**src/rtl/core/etli_pkg.sv**
```systemverilog
// Package for the Earth orientation table interpolator.
// Holds the widths, record and handshake types, command codes and field helpers.
// Used by every module of the block; depends on nothing.
package etli_pkg;

    // Table size and fixed point format.
    localparam int TABLE_DEPTH   = 1024;
    localparam int FRACTION_BITS = 24;
    localparam int ADDR_W        = $clog2(TABLE_DEPTH);
    localparam int CNT_W         = ADDR_W + 1;

    // Field widths.
    localparam int MJD_W  = 41;
    localparam int VAL_W  = 29;
    localparam int UT_W   = 26;
    localparam int NVALS  = 6;
    localparam int K_W    = $clog2(NVALS);
    localparam int K_UT   = 2;

    // Ratio, divider and multiplier widths.
    localparam int TINT_W    = 30;
    localparam int TMAG_W    = TINT_W + FRACTION_BITS + 1;
    localparam int DVD_W     = MJD_W + FRACTION_BITS;
    localparam int DCNT_W    = $clog2(DVD_W + 1);
    localparam int MD_W      = VAL_W + 1;
    localparam int MUL_LO_W  = (TMAG_W + 1) / 2;
    localparam int MUL_HI_W  = TMAG_W - MUL_LO_W;
    localparam int PROD_W    = TMAG_W + MD_W;
    localparam int SH_W      = PROD_W - FRACTION_BITS;
    localparam int M_W       = 41;
    localparam int SUM_W     = M_W + 1;
    localparam int MAC_PH    = 5;
    localparam int PH_W      = $clog2(MAC_PH);

    // Result status codes.
    localparam logic [1:0] ST_INTERP = 2'd0;
    localparam logic [1:0] ST_LAST   = 2'd1;
    localparam logic [1:0] ST_EMPTY  = 2'd2;
    localparam logic [1:0] ST_SPAN   = 2'd3;

    // Memory read address selection.
    localparam logic [1:0] RD_SRCH = 2'd0;
    localparam logic [1:0] RD_IDX0 = 2'd1;
    localparam logic [1:0] RD_IDX1 = 2'd2;
    localparam logic [1:0] RD_LAST = 2'd3;

    // One stored record; the date sits in the lowest bits as on the stream.
    typedef struct packed {
        logic signed [VAL_W-1:0] nutation_dy;
        logic signed [VAL_W-1:0] nutation_dx;
        logic signed [VAL_W-1:0] day_length_excess;
        logic signed [UT_W-1:0]  ut1_minus_utc;
        logic signed [VAL_W-1:0] pole_y;
        logic signed [VAL_W-1:0] pole_x;
        logic [MJD_W-1:0]        date_mjd;
    } t_rec;

    localparam int REC_W   = $bits(t_rec);
    localparam int TDATA_W = ((REC_W + 7) / 8) * 8;

    // Commands from the controller to the datapath.
    typedef struct packed {
        logic             wr;
        logic             cap_q;
        logic             srch_init;
        logic             srch_step;
        logic [1:0]       rd_sel;
        logic             lat0;
        logic             lat1;
        logic             setup;
        logic             div_init;
        logic             div_step;
        logic             tload;
        logic             mac_en;
        logic [PH_W-1:0]  mac_ph;
        logic [K_W-1:0]   mac_k;
        logic             out_load;
        logic [1:0]       out_sel;
    } t_cmd;

    // Status from the datapath to the controller.
    typedef struct packed {
        logic empty;
        logic hit;
        logic srch_end;
        logic idx_last;
        logic span_zero;
        logic out_free;
    } t_stat;

    // Value k of a record, sign extended to the common width.
    function automatic logic signed [VAL_W-1:0] rec_val(input t_rec r,
                                                         input logic [K_W-1:0] k);
        logic signed [VAL_W-1:0] v;
        case (k)
            3'd0: v = r.pole_x;
            3'd1: v = r.pole_y;
            3'd2: v = {{(VAL_W-UT_W){r.ut1_minus_utc[UT_W-1]}}, r.ut1_minus_utc};
            3'd3: v = r.day_length_excess;
            3'd4: v = r.nutation_dx;
            3'd5: v = r.nutation_dy;
            default: v = '0;
        endcase
        return v;
    endfunction

    // Saturate a sum to the range of field k.
    function automatic logic signed [VAL_W-1:0] sat_val(input logic signed [SUM_W-1:0] v,
                                                         input logic [K_W-1:0] k);
        logic signed [SUM_W-1:0] hi;
        logic signed [SUM_W-1:0] lo;
        logic signed [VAL_W-1:0] res;
        if (k == K_W'(K_UT)) begin
            hi = {{(SUM_W-UT_W+1){1'b0}}, {(UT_W-1){1'b1}}};
        end else begin
            hi = {{(SUM_W-VAL_W+1){1'b0}}, {(VAL_W-1){1'b1}}};
        end
        lo = ~hi;
        if (v > hi) begin
            res = hi[VAL_W-1:0];
        end else if (v < lo) begin
            res = lo[VAL_W-1:0];
        end else begin
            res = v[VAL_W-1:0];
        end
        return res;
    endfunction

endpackage

```
**src/rtl/core/etli_ctrl.sv**
```systemverilog
// Controller state machine of the Earth orientation table interpolator.
// Sequences append, search, record fetch, divide and multiply-add steps.
// Depends on etli_pkg.
module etli_ctrl
    import etli_pkg::*;
(
    input  logic  i_clk,
    input  logic  i_rst_n,
    input  logic  i_s_tvalid,
    input  logic  i_op,
    output logic  o_s_tready,
    input  t_stat i_stat,
    output t_cmd  o_cmd
);

    localparam logic [3:0] S_IDLE  = 4'd0;
    localparam logic [3:0] S_SRCH  = 4'd1;
    localparam logic [3:0] S_RDL   = 4'd2;
    localparam logic [3:0] S_WL    = 4'd3;
    localparam logic [3:0] S_RD0   = 4'd4;
    localparam logic [3:0] S_RD1   = 4'd5;
    localparam logic [3:0] S_L1    = 4'd6;
    localparam logic [3:0] S_SETUP = 4'd7;
    localparam logic [3:0] S_CHK   = 4'd8;
    localparam logic [3:0] S_DIV   = 4'd9;
    localparam logic [3:0] S_TLD   = 4'd10;
    localparam logic [3:0] S_MAC   = 4'd11;
    localparam logic [3:0] S_OUT   = 4'd12;

    logic [3:0]        r_state, n_state;
    logic [1:0]        r_sel, n_sel;
    logic [DCNT_W-1:0] r_cnt, n_cnt;
    logic [PH_W-1:0]   r_ph, n_ph;
    logic [K_W-1:0]    r_k, n_k;
    logic              w_acc;

    assign o_s_tready = (r_state == S_IDLE);
    assign w_acc      = i_s_tvalid && o_s_tready;

    // Next state and command decode.
    always_comb begin
        n_state = r_state;
        n_sel   = r_sel;
        n_cnt   = r_cnt;
        n_ph    = r_ph;
        n_k     = r_k;
        o_cmd   = '0;
        o_cmd.mac_ph = r_ph;
        o_cmd.mac_k  = r_k;
        o_cmd.out_sel = r_sel;
        case (r_state)
            S_IDLE: begin
                if (w_acc && !i_op) begin
                    o_cmd.wr = 1'b1;
                end else if (w_acc) begin
                    o_cmd.cap_q     = 1'b1;
                    o_cmd.srch_init = 1'b1;
                    n_state         = S_SRCH;
                end
            end
            S_SRCH: begin
                o_cmd.srch_step = 1'b1;
                o_cmd.rd_sel    = RD_SRCH;
                if (i_stat.empty) begin
                    n_sel   = ST_EMPTY;
                    n_state = S_OUT;
                end else if (i_stat.hit || i_stat.srch_end) begin
                    n_state = i_stat.idx_last ? S_RDL : S_RD0;
                end
            end
            S_RDL: begin
                o_cmd.rd_sel = RD_LAST;
                n_state      = S_WL;
            end
            S_WL: begin
                o_cmd.lat0 = 1'b1;
                n_sel      = ST_LAST;
                n_state    = S_OUT;
            end
            S_RD0: begin
                o_cmd.rd_sel = RD_IDX0;
                n_state      = S_RD1;
            end
            S_RD1: begin
                o_cmd.rd_sel = RD_IDX1;
                o_cmd.lat0   = 1'b1;
                n_state      = S_L1;
            end
            S_L1: begin
                o_cmd.lat1 = 1'b1;
                n_state    = S_SETUP;
            end
            S_SETUP: begin
                o_cmd.setup = 1'b1;
                n_state     = S_CHK;
            end
            S_CHK: begin
                if (i_stat.span_zero) begin
                    n_sel   = ST_SPAN;
                    n_state = S_OUT;
                end else begin
                    o_cmd.div_init = 1'b1;
                    n_cnt          = '0;
                    n_state        = S_DIV;
                end
            end
            S_DIV: begin
                o_cmd.div_step = 1'b1;
                n_cnt          = r_cnt + 1'b1;
                if (r_cnt == DCNT_W'(DVD_W - 1)) begin
                    n_state = S_TLD;
                end
            end
            S_TLD: begin
                o_cmd.tload = 1'b1;
                n_ph        = '0;
                n_k         = '0;
                n_state     = S_MAC;
            end
            S_MAC: begin
                o_cmd.mac_en = 1'b1;
                if (r_ph == PH_W'(MAC_PH - 1)) begin
                    n_ph = '0;
                    if (r_k == K_W'(NVALS - 1)) begin
                        n_sel   = ST_INTERP;
                        n_state = S_OUT;
                    end else begin
                        n_k = r_k + 1'b1;
                    end
                end else begin
                    n_ph = r_ph + 1'b1;
                end
            end
            S_OUT: begin
                if (i_stat.out_free) begin
                    o_cmd.out_load = 1'b1;
                    n_state        = S_IDLE;
                end
            end
            default: begin
                n_state = S_IDLE;
            end
        endcase
    end

    // State and counter registers.
    always_ff @(posedge i_clk) begin
        if (!i_rst_n) begin
            r_state <= S_IDLE;
            r_sel   <= ST_INTERP;
            r_cnt   <= '0;
            r_ph    <= '0;
            r_k     <= '0;
        end else begin
            r_state <= n_state;
            r_sel   <= n_sel;
            r_cnt   <= n_cnt;
            r_ph    <= n_ph;
            r_k     <= n_k;
        end
    end

endmodule

```
**config.mk**
```make
export PLATFORM = sky130hd
export DESIGN_NAME = etli_ctrl
export DESIGN_NICKNAME = d
export VERILOG_FILES = /design/src/rtl/core/etli_pkg.sv /design/src/rtl/core/etli_ctrl.sv
export SDC_FILE = /design/constraint.sdc
export NUM_CORES = 1
export LEC_CHECK = 0
export ABC_CLOCK_PERIOD_IN_PS = 2500
export BUFFER_PORTS_ARGS = -buffer_cell sky130_fd_sc_hd__buf_4
export CAP_MARGIN = 20
export CORE_ASPECT_RATIO = 0.75
export CORE_MARGIN = 5
export CORE_UTILIZATION = 45
export CTS_CLUSTER_SIZE = 28
export DETAILED_ROUTE_END_ITERATION = 10
export GPL_TIMING_DRIVEN = 0
export PLACE_DENSITY_LB_ADDON = 0.2
export SETUP_SLACK_MARGIN = 0.05
export SLEW_MARGIN = 15
export SYNTH_ARGS = -nofsm -noshare
export SYNTH_HDL_FRONTEND = slang
export SYNTH_SLANG_ARGS = --single-unit
```
**constraint.sdc**
```tcl
create_clock -name i_clk -period 2.5 [get_ports i_clk]
set_clock_uncertainty 0.15 [all_clocks]
set_input_delay 0 -clock i_clk [delete_from_list [all_inputs] [get_ports i_clk]]
set_output_delay 0 -clock i_clk [all_outputs]
set_load 0.05 [all_outputs]
```
* Word level (Yosys, flattened, before mapping)
Index checks and enable logic that the tools add are counted.
** Storage, ports and cells
- Memory bits (read-only) :: 0
- Memory bits (writable) :: 0
- Bits in latches :: 0
- Output and inout port bits :: 23
- Logic and storage cells :: 86
- Flip-flop bits (word level) :: 19
- Memories kept :: 0
- Bits of input ports :: 10
** Operators by class
- Magnitude comparators :: 0
- Bitwise gates (word level) :: 0
- Divide/modulo/power cells :: 0
- Eq/ne operators :: 26
- Mux-type cells :: 39
- Reduce and logical (&&, ||, !) cells :: 13
- Multipliers :: 0
- Add/subtract/negate cells :: 3
- Shift-type cells :: 0
** Operators with widths (number)
- $pmux 4 s13 :: 1
- $mux 4 :: 8
- $eq 4x4->1 const B :: 5
- $mux 3 :: 6
- $ne 2x2->1 const B :: 9
- $eq 4x3->1 const B :: 4
- $pmux 7 s2 :: 1
- $mux 1 :: 12
- $mux 2 :: 6
- $pmux 3 s2 :: 2
- $eq 4x2->1 const B :: 2
- $pmux 2 s4 :: 1
- $add 7x1->7 const B :: 1
- $eq 7x7->1 const B :: 1
- $mux 7 :: 1
- $reduce_and 7->1 :: 1
- $add 3x1->3 const B :: 2
- $eq 3x3->1 const B :: 2
- $pmux 2 s3 :: 1
- $reduce_and 5->1 :: 1
- $eq 4x1->1 const B :: 1
- $logic_not 4->1 :: 1
- $reduce_bool 2->1 :: 2
- $reduce_bool 4->1 :: 1
- other kinds (8) :: 9

* Depth between registers and ports, before layout
Gate-level depths: netlist (run 1).
- Depth in word-level cells :: 5
- Mapped depth :: 7
- Gate-level depth less buffers :: 7

* Least setup slack after synthesis (run 1)
Ideal clock, no wire load.
- Kind :: flip-flop to flip-flop
- From :: register r_state[3]
- To :: register r_state[2]
- Path slack :: -679 ps
- Clock period less this slack :: 3179 ps
- Stages on the path, launching flop included :: 7
- Required time :: 2233 ps
- Buffers on the path :: 1
- Setup time :: 117 ps
- Data arrival time :: 2912 ps
- Cells stage by stage :: dfxtp_1 -> buf_2 -> nor4b_1 -> nand2_1 -> and3_4 -> and2_4 -> a32o_1
** Between the ends
- Cells in the longest elaborated chain, start to end :: 5
- Elaborated cells between the ends (all ways) :: 24
- Classes of those cells :: eq/ne (19); mux (1); reduce/logical (4)
** Ends and longest elaborated chain
- from (decl) :: line etli_ctrl.sv:30 : logic [3:0] r_state, n_state;
- from (signal assigned) :: line etli_ctrl.sv:155 : r_state <= n_state;
- $logic_not 4->1 :: line etli_ctrl.sv:37, etli_ctrl.sv:51
- $logic_and 1x1->1 :: line etli_ctrl.sv:38 : assign w_acc = i_s_tvalid && o_s_tready;
- $logic_and 1x1->1 :: line etli_ctrl.sv:53 : if (w_acc && !i_op) begin
- $ne 2x2->1 (no line)
- $reduce_and 7->1 (no line)
Several ways; a longest one is shown, not always the timed one.
A chain may end at the register's enable or synchronous reset.

* Worst setup path after layout (run 1)
- From :: register r_state[3]
- To :: register r_state[0]
Same word-level chain as after synthesis.

==> results of run 1 <==
==> worst max-delay path: cells and delay by family (launching register included) <==
family                 cells  cell delay, ps
flip-flops                 1             370
buffers and inverters      3            1060
AO/OA/AOI/OAI              1             110
AND/OR/NAND/NOR            3             560
==> flip-flops by register name, indices dropped and copies added (netlist names) <==
name / flops
r_state: 4
r_sel: 2
r_cnt: 7
r_ph: 3
r_k: 3
==> routing by layer <==
metal	vias to the layer above	global-route usage [%]	routed length [um]	part of all wire (%)
met2	39	29.2	1540	46
met4	0	4.56	22	0.65
li1	664	-	-	-
met3	4	4.87	265	7.9
met1	614	23.0	1550	46
met5	-	0	0	0
==> cell usage after synthesis (4+ instances only) <==
cell type	n
clkbuf_1	4
ha_1	6
a211oi_1	4
nand2_1	13
o21ai_0	8
inv_1	9
nor3_1	6
a21oi_1	12
dfxtp_1	19
nand3_1	5
nor2_1	26
==> area by class of cell <==
type	instances	share of cell area, %
inverters	11	2.84
repair buffers	35	16.6
clock inverters	1	0.307
flip-flops and latches	19	23.3
clock buffers	3	2.53
plain buffers	8	2.30
multi-input cells	128	49.4
well taps	36	2.76
==> through the flow <==
stage	instances	utilization, %	power (mW)	setup slack (ps)	hold slack [ps]
3_3_place_gp	234	58.9	1.37	513	117
4_1_cts	241	61.8	1.61	252	120
6_report	241	61.8	1.61	204	121
5_1_grt	241	61.8	1.72	67.0	161
2_1_floorplan	166	-	1.13	52.4	-33.9
3_5_place_dp	234	58.9	1.37	492	124
==> cells by family (layout without fill, tap and decap cells) <==
kind of cell             after synthesis  count (layout)
AO/OA/AOI/OAI                         35              35
XOR/XNOR                               3               3
adder cells (fa/ha/maj)                6               6
buffers and inverters                 19              58
flip-flops                            19              19
multiplexers                           4               4
AND/OR/NAND/NOR                       80              80
==> what timing repair did <==
action,in CTS,in global routing
hold endpoints to repair,4,0
buffers inserted,0,0
hold buffers,3,0
==> worst paths after layout <==
check | from | endpoint | cells after the start
worst max-delay path | r_state[3]$_SDFFE_PN0P_ | r_state[0]$_SDFFE_PN0P_ | 7
worst min-delay path | i_stat[1] | r_cnt[1]$_SDFFE_PN0P_ | 4
worst max register to register | r_state[3]$_SDFFE_PN0P_ | r_state[0]$_SDFFE_PN0P_ | 7
worst min register to register | r_cnt[1]$_SDFFE_PN0P_ | r_cnt[1]$_SDFFE_PN0P_ | 2
==> power groups by stage <==
stage	combinational, mW	clock, mW	sequential, mW
after floorplan	0.711	0	0.420
after global placement	0.971	0	0.395
after detailed placement	0.976	0	0.397
after CTS	0.994	0.231	0.390
after global routing	1.07	0.247	0.398
final	0.998	0.223	0.393
==> impl_metrics.ini, run 1 <==
[yosys]
yosys.area_share.xor_xnor_pct = 2.09
synthSimpleGateAreaFrac_pct = 33.8
synth_nets = 182
synthTopCellsByArea = dfxtp_1 30%, nor2_1 7.7%, ha_1 6.0%
synth_top_family_by_area = simple AND/OR/NAND/NOR gates
synth_edf_count = 0
netlist_area_um2 = 1260
synth_fa_ha_area_share_pct = 5.96
synth_compound_area_share_pct = 18.1
ys_seq_elements = 19
synth_cell_types = 46
yosysWarnings = 0
seq_area_frac_synth_pct = 30.2
synth_top_area_share_pct = 30.2
synthMuxAreaShare_pct = 3.28
synth.avg_cell_area_um2 = 7.59
ys.flop_type = dfxtp_1
synth_top_cell_by_area = dfxtp_1
syn_inst = 166
async_flop_share_pct = 0

[timing]
rsz0062_at_grt = false
setup_viol = 0
fmax_ghz = 0.435
tns_ps = 0
max_slew_margin_pct = 67.1
worst_pin_slew_ps = 494
hold_violations = 0
period_minus_slack_ps = 2300
period_share_pct = 91.8
slew_viol_final = 0

[clock_tree]
ctsRootBufferMaster = clkbuf_8
cts_tree = done
numCtsBuffers = 3
clock-sinks = 19
cts_max_path_buffers = 2
cts.htree.levels = 1
insertion_delay_ps = 260
clkTransAtPathRegs_ps = 80
post_cts_resized = 0

[detailed_routing]
wl_um = 3370
drc = 0
drtIter0Drc = 114
wl_per_cell_um = 14.0
vias_per_cell = 5.48
ant_nets = 0
vias = 1321
drt_pre_antenna_iters = 4

[power]
p_leak_nw = 0.688
switching_share_pct = 50.0
power.density_nw_per_um2 = 989
p_seq_share_pct = 24.3
pwr-share-comb_pct = 61.8
ir_drop_mv = 0.795
p_int_mw = 0.807
p_sw_mw = 0.807
p_clk_share_pct = 13.8

[setup_path]
path_cells = buf_2 -> nand4b_1 -> inv_1 -> nand2_1 -> and3_4 -> a21oi_1 -> dlygate4sd3_1
reg2reg_setup_slack_ps = 200
required_ps = 2560
setup.worst_path.end_class = register
path_class = reg2reg
critPathSlowestCell = dlygate4sd3_1
cp.arrival_ps = 2360
max_stage_delay_ps = 550
crit_path_start_kind = register
worstPathMaxFanout = 10

[final_layout]
antennaDiodeCount = 0
area_growth_pct = 29.6
multi_input_area_um2 = 807
stdcell_area_um2 = 1630
final_cell_mix = 33 x buf_4, 26 x nor2_1, 19 x dfxtp_1
drive_above_1_share_pct = 25.4
num-fill-cells = 255
layout_commonest_cell = buf_4
num-nets-final = 222
register_area_um2 = 380

[global_routing]
grt_antenna_before_repair = 0
grt_first_pass_wirelength_um = 5820
grt_usage_pct = 17.8
grt_max_degree = 12
first_global_vias = 1245
grt_overflow = 0

[floorplan]
pin_count = 33
initial_core_util_pct = 47.7
die_area_um2 = 3970
core_area_um2 = 2640
fp.dieH_um = 55.8
die_w_um = 71.1
rows = 16

[placed_design]
place.gp.congestion = 0.850
io_buffers = 32
dpl_cell_area_um2 = 1560
hpwlAfterDp_um = 2550

[min_path]
hold_class = in2reg

[run]
maxCapViolations = 0

[run_status]
status = complete, no violations
(Power assumes the default switching activity.)
==> inputs of run 2 (changes only) <==
--- a/config.mk
+++ b/config.mk
@@ -7,10 +7,9 @@
 export LEC_CHECK = 0
 export ABC_CLOCK_PERIOD_IN_PS = 2500
 export BUFFER_PORTS_ARGS = -buffer_cell sky130_fd_sc_hd__buf_4
-export CAP_MARGIN = 20
 export CORE_ASPECT_RATIO = 0.75
 export CORE_MARGIN = 5
-export CORE_UTILIZATION = 45
+export CORE_UTILIZATION = 40
 export CTS_CLUSTER_SIZE = 28
 export DETAILED_ROUTE_END_ITERATION = 10
 export GPL_TIMING_DRIVEN = 0
==> impl_metrics.ini, run 2 (synthesis gave the netlist of run 1 again) <==
[timing]
rsz0062_at_grt = false
slew_viol_final = 0
tns_ps = 0
worst_pin_slew_ps = 499
setup_viol = 0
fmax_ghz = 0.482
setup_slack_ps = 423
fin_hold_ws_ps = 10.0
max_slew_margin_pct = 66.7
period_minus_slack_ps = 2080
period_share_pct = 83.1
hold_violations = 0

[setup_path]
cp.arrival_ps = 2080
path_cells = buf_2 -> nand4b_1 -> inv_1 -> nand2_1 -> and3_4 -> and2_4 -> a32o_1
cpLargestDelayFamily = simple AND/OR/NAND/NOR gates
crit_cells = 7
reg2reg_setup_slack_ps = 420
r2r_cells = 7
r2r-end = r_state[2]$_SDFFE_PN0P_
critPathSlowestCell = dfxtp_1
reg2reg_from = r_state[3]$_SDFFE_PN0P_
path_class = reg2reg
crit_buf_inv = 2
crit_path_start_kind = register
setup.worst_path.end_class = register
max_stage_delay_ps = 370
required_ps = 2500
worstPathMaxFanout = 10

[final_layout]
regMostFlops = r_cnt
num-fill-cells = 286
fin_cells = 242
reg_top3 = r_cnt (7), r_state (4)
area_growth_pct = 28.9
antennaDiodeCount = 0
layout_commonest_cell = buf_4
drive_above_1_share_pct = 25.0
final_cell_mix = 33 x buf_4, 26 x nor2_1, 19 x dfxtp_1
largest_register_ff_count = 7
num-nets-final = 221

[min_path]
hold_class = in2reg
worstHoldStart = i_stat[1]
whs_path_depth = 4
holdPathEnd = r_state[0]$_SDFFE_PN0P_

[power]
p_sw_mw = 0.791
p_int_mw = 0.800
pwr-share-comb_pct = 61.7
power.density_nw_per_um2 = 980
p_clk_share_pct = 13.7
ir_drop_mv = 0.541
p_seq_share_pct = 24.6
switching_share_pct = 49.7
p_leak_nw = 0.680

[floorplan]
die_w_um = 74.8
die_area_um2 = 4380
core_area_um2 = 2980
pin_count = 33
fp.dieH_um = 58.6
rows = 17
initial_core_util_pct = 42.3

[detailed_routing]
drc = 0
wl_um = 3170
drtIter0Drc = 43
wl_per_cell_um = 13.1
vias_per_cell = 5.38
ant_nets = 0
drt_pre_antenna_iters = 4
vias = 1303

[clock_tree]
numCtsBuffers = 3
cts.htree.levels = 1
cts_tree = done
cts_hold_buf = 2
cts_max_path_buffers = 2
post_cts_resized = 0
ctsRootBufferMaster = clkbuf_8
post_cts_buffers = 0
clock-sinks = 19
insertion_delay_ps = 250
clkTransAtPathRegs_ps = 70

[placed_design]
pre_cts_ws_ps = 451
hpwlAfterDp_um = 2450
place.gp.congestion = 0.873
io_buffers = 32
dp.cells = 236

[global_routing]
grt_overflow = 0
grt_first_pass_wirelength_um = 5390
grt_antenna_before_repair = 0
first_global_vias = 1227
grt_max_degree = 11
grt_usage_pct = 15.4

[run]
maxCapViolations = 0

[run_status]
status = complete, no violations
-- run 2: cell count changes in the layout (fill, tap and decap cells not counted) --
cell / delta
clkbuf_1: +1
clkinv_2: -1
dlygate4sd3_1: -1
-- run 2: metrics by stage --
| stage | instance area [um^2] | util, % | power (mW) |
|---|---|---|---|
| final | 1620 | 54.5 | 1.59 |
| after global routing | 1620 | 54.5 | 1.69 |
| after CTS | 1620 | 54.5 | 1.59 |
| after detailed placement | 1560 | 52.4 | 1.37 |
| after global placement | 1560 | 52.4 | 1.36 |
| after floorplan | 1270 | - | 1.13 |
-- run 2: cell type report --
class                   count  area (um^2)  area share [%]
well taps                  38         47.5            2.93
inverters                  11         46.3            2.85
flip-flops and latches     19          380            23.4
clock buffers               4         45.0            2.77
plain buffers               8         37.5            2.31
multi-input cells         128          807            49.7
repair buffers             34          260            16.0
-- run 2: metal layers --
metal / up-vias / track usage, % / wire, um
met2: 27 / 24.8 / 1420
met3: 2 / 4.44 / 183
met5: - / 0 / 0
met1: 614 / 20.9 / 1560
li1: 660 / - / -
met4: 0 / 2.54 / 14
-- run 2: worst max path at each step --
stage | from | end | slack, ps
after detailed placement | r_state[3]$_SDFFE_PN0P_ | r_state[2]$_SDFFE_PN0P_ | 450
after floorplan | r_state[0]$_SDFFE_PN0P_ | o_cmd[20] | 50
after CTS | r_state[3]$_SDFFE_PN0P_ | r_state[2]$_SDFFE_PN0P_ | 430
final | r_state[3]$_SDFFE_PN0P_ | r_state[2]$_SDFFE_PN0P_ | 420
after global placement | r_state[2]$_SDFFE_PN0P_ | r_sel[0]$_SDFFE_PN0P_ | 500
after global routing | r_state[2]$_SDFFE_PN0P_ | r_sel[1]$_SDFFE_PN0P_ | 260
-- run 2: worst min-delay path, cell delays in order --
cell,delay (ps)
buf_4,100
a21o_1,110
a21o_1,110
a21oi_1,60
-- run 2: power groups by stage --
stage	logic (mW)	clock network (mW)	registers, mW
2_1_floorplan	0.711	0	0.420
3_3_place_gp	0.967	0	0.396
3_5_place_dp	0.973	0	0.396
4_1_cts	0.980	0.221	0.390
5_1_grt	1.06	0.234	0.397
6_report	0.982	0.218	0.391
==> inputs of run 3 (changes only) <==
--- a/config.mk
+++ b/config.mk
@@ -5,7 +5,8 @@
 export SDC_FILE = /design/constraint.sdc
 export NUM_CORES = 1
 export LEC_CHECK = 0
-export ABC_CLOCK_PERIOD_IN_PS = 2500
+export ABC_AREA = 1
+export ABC_CLOCK_PERIOD_IN_PS = 1900
 export BUFFER_PORTS_ARGS = -buffer_cell sky130_fd_sc_hd__buf_4
 export CORE_ASPECT_RATIO = 0.75
 export CORE_MARGIN = 5
==> constraint.sdc (replaced) <==
create_clock -name i_clk -period 1.9 [get_ports i_clk]
set_clock_uncertainty 0.15 [all_clocks]
set_input_delay 0 -clock i_clk [delete_from_list [all_inputs] [get_ports i_clk]]
set_output_delay 0 -clock i_clk [all_outputs]
set_load 0.05 [all_outputs]
==> impl_metrics.ini, run 3 <==
[final_layout]
reg_top3 = r_cnt (7), r_state (4)
regMostFlops = r_cnt
postLayoutCoreUtil_pct = 54.4
largest_register_ff_count = 7
antennaDiodeCount = 0
num-nets-final = 264
num-fill-cells = 314
layout_commonest_cell = nand2_1
stdcell_area_um2 = 1640
drive_above_1_share_pct = 24.7
final_cell_mix = 54 x nand2_1, 34 x nor2_1, 34 x buf_4
area_growth_pct = 28.2

[global_routing]
grt_max_degree = 12
grt_overflow = 0
grt_antenna_before_repair = 0
grt_usage_pct = 15.6
grt_first_pass_wirelength_um = 5470
first_global_vias = 1233

[power]
pwr-share-comb_pct = 57.9
switching_share_pct = 51.2
p_seq_share_pct = 27.3
power_mw = 1.91
power.density_nw_per_um2 = 1160
p_clk_share_pct = 14.7
p_leak_nw = 0.821
p_int_mw = 0.932
p_sw_mw = 0.980
ir_drop_mv = 0.674

[clock_tree]
cts.htree.levels = 1
cts_max_path_buffers = 2
insertion_delay_ps = 250
ctsRootBufferMaster = clkbuf_8
numCtsBuffers = 3
clkTransAtPathRegs_ps = 70
clock-sinks = 19
cts_tree = done

[setup_path]
setup.worst_path.end_class = primary output
worstPathMaxFanout = 6
critPathSlowestCell = dfxtp_1
required_ps = 1750
crit_path_start_kind = register
path_cells = nor2_4 -> inv_1 -> nor3_1 -> o21bai_1 -> buf_4
max_stage_delay_ps = 390
cp.arrival_ps = 1540
path_class = reg2out

[timing]
period_share_pct = 89.0
fmax_ghz = 0.591
worst_pin_slew_ps = 434
slew_viol_final = 0
rsz0062_at_grt = false
setup_viol = 0
max_slew_margin_pct = 71.0
tns_ps = 0
period_minus_slack_ps = 1690
hold_violations = 0

[detailed_routing]
drtIter0Drc = 57
ant_nets = 0
drc = 0
wl_per_cell_um = 11.1
wl_um = 3150
drt_pre_antenna_iters = 4
vias = 1374
vias_per_cell = 4.82

[floorplan]
die_w_um = 75.4
fp.dieH_um = 59.0
initial_core_util_pct = 42.5
rows = 17
core_area_um2 = 3020
pin_count = 33
die_area_um2 = 4450

[yosys]
synth_nets = 226
yosysWarnings = 0
synth_edf_count = 0
synth_common_cells = 54 x nand2_1, 37 x nor2_1, 26 x inv_1
synth_cell_types = 25
synth_top_area_share_pct = 29.7
synth.avg_cell_area_um2 = 6.11
netlist_area_um2 = 1280
synth_most_common_cell = nand2_1
async_flop_share_pct = 0
syn_inst = 210
seq_area_frac_synth_pct = 29.7
synth_top_cell_by_area = dfxtp_1
synthTopCellsByArea = dfxtp_1 30%, nand2_1 16%, nor2_1 11%
ys_seq_elements = 19
ys.flop_type = dfxtp_1

[placed_design]
io_buffers = 32
dpl_cell_area_um2 = 1580
place.gp.congestion = 0.970
hpwlAfterDp_um = 2570

[run_status]
status = complete, no violations

[run]
maxCapViolations = 0

[min_path]
hold_class = in2reg
[run 3: changes by cell type after synthesis, moves of 4 or more]
cell	change
nor2_1	+11
nand2_1	+41
nand3_1	+5
inv_1	+17
inv_2	+7
nor2_2	+5
a211oi_1	-4
[run 3: power by group through the flow]
stage          clock network [mW]  logic (mW)  registers (mW)
2_1_floorplan                   0       0.773           0.575
3_3_place_gp                    0        1.09           0.525
3_5_place_dp                    0        1.09           0.525
4_1_cts                     0.289        1.10           0.516
5_1_grt                     0.311        1.23           0.529
6_report                    0.282        1.11           0.523
[run 3: worst paths after layout]
check | start | endpoint | slack, ps | depth (start not counted)
max reg2reg | r_state[0]$_SDFFE_PN0P_ | r_cnt[5]$_SDFFE_PN0P_ | 230 | 6
min | i_stat[2] | r_state[1]$_SDFFE_PN0P_ | 10 | 5
max | r_state[2]$_SDFFE_PN0P_ | o_cmd[16] | 210 | 5
min reg2reg | r_cnt[1]$_SDFFE_PN0P_ | r_cnt[1]$_SDFFE_PN0P_ | 330 | 2
[run 3: timing repair]
action	CTS	global route
hold buffers	1	0
endpoints found under the setup margin	0	3
buffers inserted	0	0
hold endpoints to repair	5	0
resized for setup	0	2
[run 3: metal layers]
layer / GRT usage [%] / part of all wire, %
met1: 23.4 / 52
met2: 21.6 / 40
met3: 5.08 / 7.9
met4: 2.74 / 0.35
met5: 0 / 0
[run 3: final cells by class]
| cell class | count | area [um^2] | share of cell area (%) |
|---|---|---|---|
| Sequential cell | 19 | 380 | 23.1 |
| Clock inverter | 1 | 5.00 | 0.304 |
| Buffer | 3 | 18.8 | 1.14 |
| Timing Repair Buffer | 33 | 250 | 15.2 |
| Inverter | 33 | 124 | 7.53 |
| Multi-Input combinational cell | 155 | 777 | 47.3 |
| Clock buffer | 3 | 41.3 | 2.51 |
| Tap cell | 38 | 47.5 | 2.89 |
[run 3: stage by stage]
stage | hold WS [ps] | worst slack, ps | cells
final | 9.59 | 209 | 285
after global routing | 44.8 | 88.8 | 285
after floorplan | -53.9 | 80.0 | 210
after global placement | 130 | 240 | 280
after CTS | 4.89 | 145 | 285
after detailed placement | 139 | 229 | 280
[run 3: logic make-up after synthesis]
kind of cell | after synthesis | synth area share [%]
buffers and inverters | 36 | 11.1
AND/OR/NAND/NOR | 119 | 40.0
XOR/XNOR | 3 | 2.05
AO/OA/AOI/OAI | 27 | 11.3
flip-flops | 19 | 29.7
adder cells (fa/ha/maj) | 6 | 5.85
[run 3: critical path: cells and delay by family, from the launching register on]
kind                   cells  cell delay (ps)
and+or+nand+nor            2              400
AOI/OAI and AO/OA          1              150
buffers and inverters      2              340
DFF                        1              390
